--- src/ptb_pkg.sv ---
// Shared types, constants and the per-entry timer update function for the timer bank.
// No dependencies.
`timescale 1ns / 1ps
package ptb_pkg;

  localparam int TimersPerKindDefault = 16;
  localparam int KindCount = 5;

  typedef enum logic [1:0] {
    FUNC_SET   = 2'd0,
    FUNC_QUERY = 2'd1,
    FUNC_TICK  = 2'd2,
    FUNC_NONE  = 2'd3
  } func_t;

  typedef enum logic [2:0] {
    KIND_TON  = 3'd0,
    KIND_TOF  = 3'd1,
    KIND_TP   = 3'd2,
    KIND_RTON = 3'd3,
    KIND_RTOF = 3'd4
  } kind_t;

  typedef enum logic [2:0] {
    ST_IDLE,
    ST_READ,
    ST_TICK_READ,
    ST_TICK_WRITE
  } state_t;

  // Flag bits of one entry.
  localparam int FL_EN = 0;
  localparam int FL_IN = 1;
  localparam int FL_PREV = 2;
  localparam int FL_TIMING = 3;
  localparam int FL_Q = 4;

  typedef struct packed {
    logic [4:0]  flags;
    logic [31:0] preset;
    logic [31:0] start;
    logic [31:0] elapsed;
  } entry_t;

  // Commands from the controller to the datapath.
  typedef struct packed {
    logic load_item;   // capture the input item
    logic rd_item;     // read the addressed entry
    logic wr_item;     // update and write back the addressed entry
    logic tick_clear;  // reset the sweep pointer
    logic tick_rd;     // read the entry at the sweep pointer
    logic tick_wr;     // update and write it back, advance the pointer
    logic respond;     // present a result
  } ctrl_t;

  typedef struct packed {
    logic item_valid;
    logic tick_last;
  } status_t;

  function automatic entry_t update_entry(input logic [2:0] kind, input entry_t e,
                                          input logic [31:0] now);
    entry_t r;
    logic   in_l;
    logic   rise;
    logic   fall;
    logic [31:0] d;
    logic [31:0] acc;
    r = e;
    in_l = e.flags[FL_IN];
    rise = in_l & ~e.flags[FL_PREV];
    fall = ~in_l & e.flags[FL_PREV];
    d = now - e.start;
    acc = e.elapsed + d;
    if (!e.flags[FL_EN]) begin
      if (kind <= KIND_TP) begin
        r.flags[FL_Q] = 1'b0;
        r.elapsed = '0;
      end
    end else if (kind <= KIND_TP && e.preset == '0) begin
      r.flags[FL_Q] = 1'b0;
      r.elapsed = '0;
    end else begin
      unique case (kind)
        KIND_TON: begin
          if (in_l) begin
            if (rise) begin
              r.start = now;
              r.flags[FL_TIMING] = 1'b1;
              d = '0;
            end
            if (r.flags[FL_TIMING]) begin
              r.elapsed = d;
              if (d >= e.preset) begin
                r.flags[FL_Q] = 1'b1;
                r.flags[FL_TIMING] = 1'b0;
              end
            end
          end else begin
            r.flags[FL_Q] = 1'b0;
            r.flags[FL_TIMING] = 1'b0;
            r.elapsed = '0;
          end
        end
        KIND_TOF: begin
          if (in_l) begin
            r.flags[FL_Q] = 1'b1;
            r.flags[FL_TIMING] = 1'b0;
            r.elapsed = '0;
          end else begin
            if (fall) begin
              r.start = now;
              r.flags[FL_TIMING] = 1'b1;
              d = '0;
            end
            if (r.flags[FL_TIMING]) begin
              r.elapsed = d;
              if (d >= e.preset) begin
                r.flags[FL_Q] = 1'b0;
                r.flags[FL_TIMING] = 1'b0;
              end else begin
                r.flags[FL_Q] = 1'b1;
              end
            end
          end
        end
        KIND_TP: begin
          if (rise) begin
            r.start = now;
            r.flags[FL_TIMING] = 1'b1;
            r.flags[FL_Q] = 1'b1;
            d = '0;
          end
          if (r.flags[FL_TIMING]) begin
            r.elapsed = d;
            if (d >= e.preset) begin
              r.flags[FL_Q] = 1'b0;
              r.flags[FL_TIMING] = 1'b0;
            end
          end
        end
        KIND_RTON: begin
          if (in_l) begin
            if (rise) begin
              r.flags[FL_TIMING] = 1'b1;
              acc = e.elapsed;
            end
            if (r.flags[FL_TIMING]) begin
              r.elapsed = acc;
              r.start = now;
            end
            if (r.elapsed >= e.preset) begin
              r.flags[FL_Q] = 1'b1;
              r.flags[FL_TIMING] = 1'b0;
            end
          end
        end
        default: begin
          if (fall) begin
            r.flags[FL_TIMING] = 1'b1;
            acc = e.elapsed;
          end
          if (r.flags[FL_TIMING]) begin
            r.elapsed = acc;
            r.start = now;
            if (acc >= e.preset) begin
              r.flags[FL_Q] = 1'b0;
              r.flags[FL_TIMING] = 1'b0;
            end else begin
              r.flags[FL_Q] = 1'b1;
            end
          end
          if (in_l) begin
            r.flags[FL_Q] = 1'b1;
            r.flags[FL_TIMING] = 1'b0;
            r.elapsed = '0;
          end
        end
      endcase
      r.flags[FL_PREV] = in_l;
    end
    return r;
  endfunction

endpackage

--- src/ptb_ctrl.sv ---
// Controller state machine of the timer bank: sequences set, query and tick sweeps.
// Depends on ptb_pkg.
`timescale 1ns / 1ps
module ptb_ctrl (
  input  logic              clk,
  input  logic              rst,
  input  logic              start,
  input  logic [1:0]        func,
  input  ptb_pkg::status_t  status,
  output ptb_pkg::ctrl_t    ctrl,
  output logic              busy
);
  import ptb_pkg::*;

  state_t state;
  state_t state_next;
  func_t  func_r;

  always_ff @(posedge clk) begin
    if (rst) begin
      state <= ST_IDLE;
      func_r <= FUNC_NONE;
    end else begin
      state <= state_next;
      if (state == ST_IDLE && start) func_r <= func_t'(func);
    end
  end

  always_comb begin
    state_next = state;
    unique case (state)
      ST_IDLE: begin
        if (start) begin
          priority if (func_t'(func) == FUNC_TICK) state_next = ST_TICK_READ;
          else if (func_t'(func) == FUNC_NONE) state_next = ST_IDLE;
          else state_next = ST_READ;
        end
      end
      ST_READ: state_next = ST_IDLE;
      ST_TICK_READ: state_next = ST_TICK_WRITE;
      ST_TICK_WRITE: state_next = status.tick_last ? ST_IDLE : ST_TICK_READ;
      default: state_next = ST_IDLE;
    endcase
  end

  // A set writes back and captures its result in the same cycle.
  always_comb begin
    ctrl = '0;
    busy = (state != ST_IDLE);
    unique case (state)
      ST_IDLE: begin
        ctrl.load_item = start;
        ctrl.tick_clear = 1'b1;
        ctrl.rd_item = start;
      end
      ST_READ: begin
        ctrl.wr_item = (func_r == FUNC_SET) && status.item_valid;
        ctrl.respond = 1'b1;
      end
      ST_TICK_READ: ctrl.tick_rd = 1'b1;
      ST_TICK_WRITE: ctrl.tick_wr = 1'b1;
      default: ;
    endcase
  end

endmodule

--- config.mk ---
export PLATFORM = sky130hd
export DESIGN_NAME = ptb_ctrl
export DESIGN_NICKNAME = d
export VERILOG_FILES = /design/src/ptb_pkg.sv /design/src/ptb_ctrl.sv
export SDC_FILE = /design/constraint.sdc
export NUM_CORES = 1
export LEC_CHECK = 0
export BUFFER_PORTS_ARGS = -buffer_cell sky130_fd_sc_hd__buf_2
export CELL_PAD_IN_SITES_DETAIL_PLACEMENT = 0
export CELL_PAD_IN_SITES_GLOBAL_PLACEMENT = 1
export CORE_AREA = 2 2 39 41
export DETAILED_ROUTE_END_ITERATION = 8
export DIE_AREA = 0 0 41 43
export MAX_ROUTING_LAYER = met4
export PLACE_DENSITY_LB_ADDON = 0.1
export SLEW_MARGIN = 20
export SYNTH_ARGS = -nofsm -noshare
export SYNTH_HDL_FRONTEND = slang
export SYNTH_SLANG_ARGS = --single-unit
--- constraint.sdc ---
create_clock -name clk -period 2.35 [get_ports clk]
set_clock_uncertainty 0.15 [all_clocks]
set_input_delay 0.47 -clock clk [delete_from_list [all_inputs] [get_ports clk]]
set_output_delay 0.47 -clock clk [all_outputs]
set_load 0.05 [all_outputs]
==> flow_metrics.py <==
metrics = {
    "timing": {
        "tns_ns": 0,
        "max_freq_mhz": 505,
        "setup_violations": 0,
        "min_period_ns": 1.98,
        "tightest_slew_ns": 0.241,
        "finalHoldViolations": 0,
        "period_share_pct": 84.2,
        "rsz0062_at_grt": "no",
        "report.final.slew_viol_count": 0,
        "max_slew_margin_pct": 83.9,
    },
    "status": {
        "outcome": "finished, final reports clean",
    },
    "hold_path": {
        "hp-start": "rst",
        "hold_depth": 2,
        "min_path_type": "input port to flop",
        "holdPathEnd": "state[1]",
    },
    "clocking": {
        "path_clk_slew_ns": 0.04,
        "clk_latency_ns": 0.23,
        "cts_buffers": 3,
        "cts_resized": 0,
        "cts_sinks": 4,
        "cts_tree": "built",
        "cts_setup_buffers": 0,
        "clockBufferDepth": 2,
        "cts.hold.buffers_added": 0,
        "root_buffer": "clkbuf_4",
        "htreeDepth": 1,
    },
    "place": {
        "dpl_cell_area_um2": 302,
        "port_buffers": 14,
        "gp_congestion": 0.682,
        "hpwl_um": 430,
    },
    "synth": {
        "synth_cell_types": 14,
        "synth_fp_nets": 31,
        "synth_largest_area_cell": "dfxtp_1",
        "yosys_warnings": 0,
        "avgSynthCellArea_um2": 9.02,
        "syn-cell-area_um2": 216,
        "synthTopCellsByArea": "dfxtp_1 (37%), a221o_1 (9.2%), and2_1 (8.7%)",
        "synthCells": 24,
        "ys_seq_area_share_pct": 37.0,
        "ys_seq_elements": 4,
        "synth_top_area_share_pct": 37.0,
    },
    "setup_path": {
        "crit_path_end_kind": "output port",
        "rrSetupSlack_ns": 0.94,
        "cp-start-kind": "flop",
        "critical_path_class": "flop to output port",
        "crit_path_max_incr_delay_ns": 0.43,
        "crit-reg2reg-launch": "state[0]",
        "slowest_stage": "or3b_4",
        "worstReg2RegEnd": "func_r[0]",
        "cp.required_ns": 1.73,
        "worstPathArrival_ns": 1.36,
        "worstRegToRegCells": 2,
        "crit_chain": "or3b_4, inv_1, buf_2",
        "cp_max_fo": 8,
    },
    "route": {
        "drc": 0,
        "routed_wl_um": 525,
        "ant_nets": 0,
        "drt-initial-drc-count": 2,
        "dr.pass1.iters": 2,
        "vias_per_cell": 3.86,
        "via_count": 216,
        "post_drt_wl_per_cell_um": 9.38,
    },
    "final_layout": {
        "final_nets": 49,
        "ff_latch_area_um2": 80.1,
        "multiInputGateArea_um2": 124,
        "design_area_um2": 324,
        "drive_gt1_share_pct": 50.0,
        "num_antenna_cells": 0,
        "fillers": 159,
        "syn2layout_area_growth_pct": 49.7,
    },
    "pwr": {
        "p_leak_nw": 0.173,
        "p_per_area_nw_per_um2": 694,
        "peakVddDrop_uv": 155,
    },
    "global_routing": {
        "grt_max_degree": 9,
        "grt_pass1_vias": 206,
        "antenna_found_initial": 0,
        "track_usage_pct": 7.92,
        "grt_pass1_wl_um": 828,
        "overflow": 0,
    },
    "die": {
        "die_area_um2": 1760,
        "coreArea_um2": 1380,
        "ios": 15,
        "chipWidth_um": 41,
        "dieHeight_um": 43,
        "start_util_pct": 15.6,
        "rows": 14,
    },
    "job": {
        "cap_violations": 0,
    },
}
[worst max-delay path by stage]
stage / start / end / slack, ns / depth (start not counted)
after floorplan: state[0] / busy / 0.16 / 2
after global placement: start / ctrl[5] / 0.43 / 4
after detailed placement: start / ctrl[6] / 0.43 / 4
after CTS: state[0] / ctrl[5] / 0.36 / 3
after global routing: state[0] / ctrl[6] / 0.32 / 3
final: state[0] / ctrl[5] / 0.37 / 3
[routing by layer]
metal  global-route usage, %  wire (µm)  vias up
li1                        -          -      116
met1                    8.68        243       83
met2                    9.06        211       15
met3                    3.14         55        2
met4                    10.0         14        0
met5                       -          0        -
[synthesized netlist by cell type]
library cell	n
and3_1	1
a21bo_2	1
inv_1	2
and2_1	3
nor2b_1	2
nor2_1	3
a21oi_1	1
dfxtp_1	4
buf_4	1
o21a_1	1
nand4bb_1	1
or3b_4	1
a221o_1	2
and2b_1	1
[final cells by class]
class / instances / share of cell area [%]
Multi-Input combinational cell: 17 / 38.2
Sequential cell: 4 / 24.7
Timing Repair Buffer: 14 / 21.6
Clock buffer: 3 / 6.95
Tap cell: 16 / 6.18
Inverter: 2 / 2.32
[state kept, by name, summed over array words and instances, names as in the netlist]
signal,flops
state,2
func_r,2
[worst max-delay path: cells and delay by family, from the launching register on]
kind / cells / cell delay [ns]
and+or+nand+nor: 1 / 0.43
DFF: 1 / 0.37
buffers and inverters: 2 / 0.32
[through the flow]
stage	utilization (%)	power [mW]	instances	hold WS [ns]	setup slack, ns
after detailed placement	21.8	0.144	53	0.327	0.426
after floorplan	-	0.128	24	0.307	0.156
after global routing	23.4	0.238	56	0.329	0.320
after CTS	23.4	0.230	56	0.294	0.357
after global placement	21.8	0.144	53	0.331	0.434
final	23.4	0.225	56	0.296	0.370
[cells by family (layout without fill, tap and decap cells)]
| family | count (synthesis) | after routing | share of synthesized area (%) |
|---|---|---|---|
| and+or+nand+nor | 12 | 12 | 36.4 |
| DFF | 4 | 4 | 37.0 |
| buffers and inverters | 3 | 19 | 6.94 |
| AOI/OAI and AO/OA | 5 | 5 | 19.7 |
[power by group]
part           internal [mW]  switching (mW)  leakage, nW  total [mW]
clock network         0.0570          0.0258       0.0138      0.0827
registers             0.0735         0.00518       0.0331      0.0786
logic                 0.0203          0.0433        0.126      0.0636
total                  0.151          0.0742        0.173       0.225
[placed cells by master, fill, tap and decap left out]
cell       instances
o21a_1             1
a21oi_1            1
a21bo_2            1
and3_1             1
nor2b_2            1
clkbuf_4           3
nor2b_1            1
nor2_1             3
and2b_1            1
nand4bb_1          1
buf_2             14
and2_1             3
or3b_4             1
inv_1              2
dfxtp_1            4
a221o_1            2
Note: power is estimated with default switching activity, not from simulation.
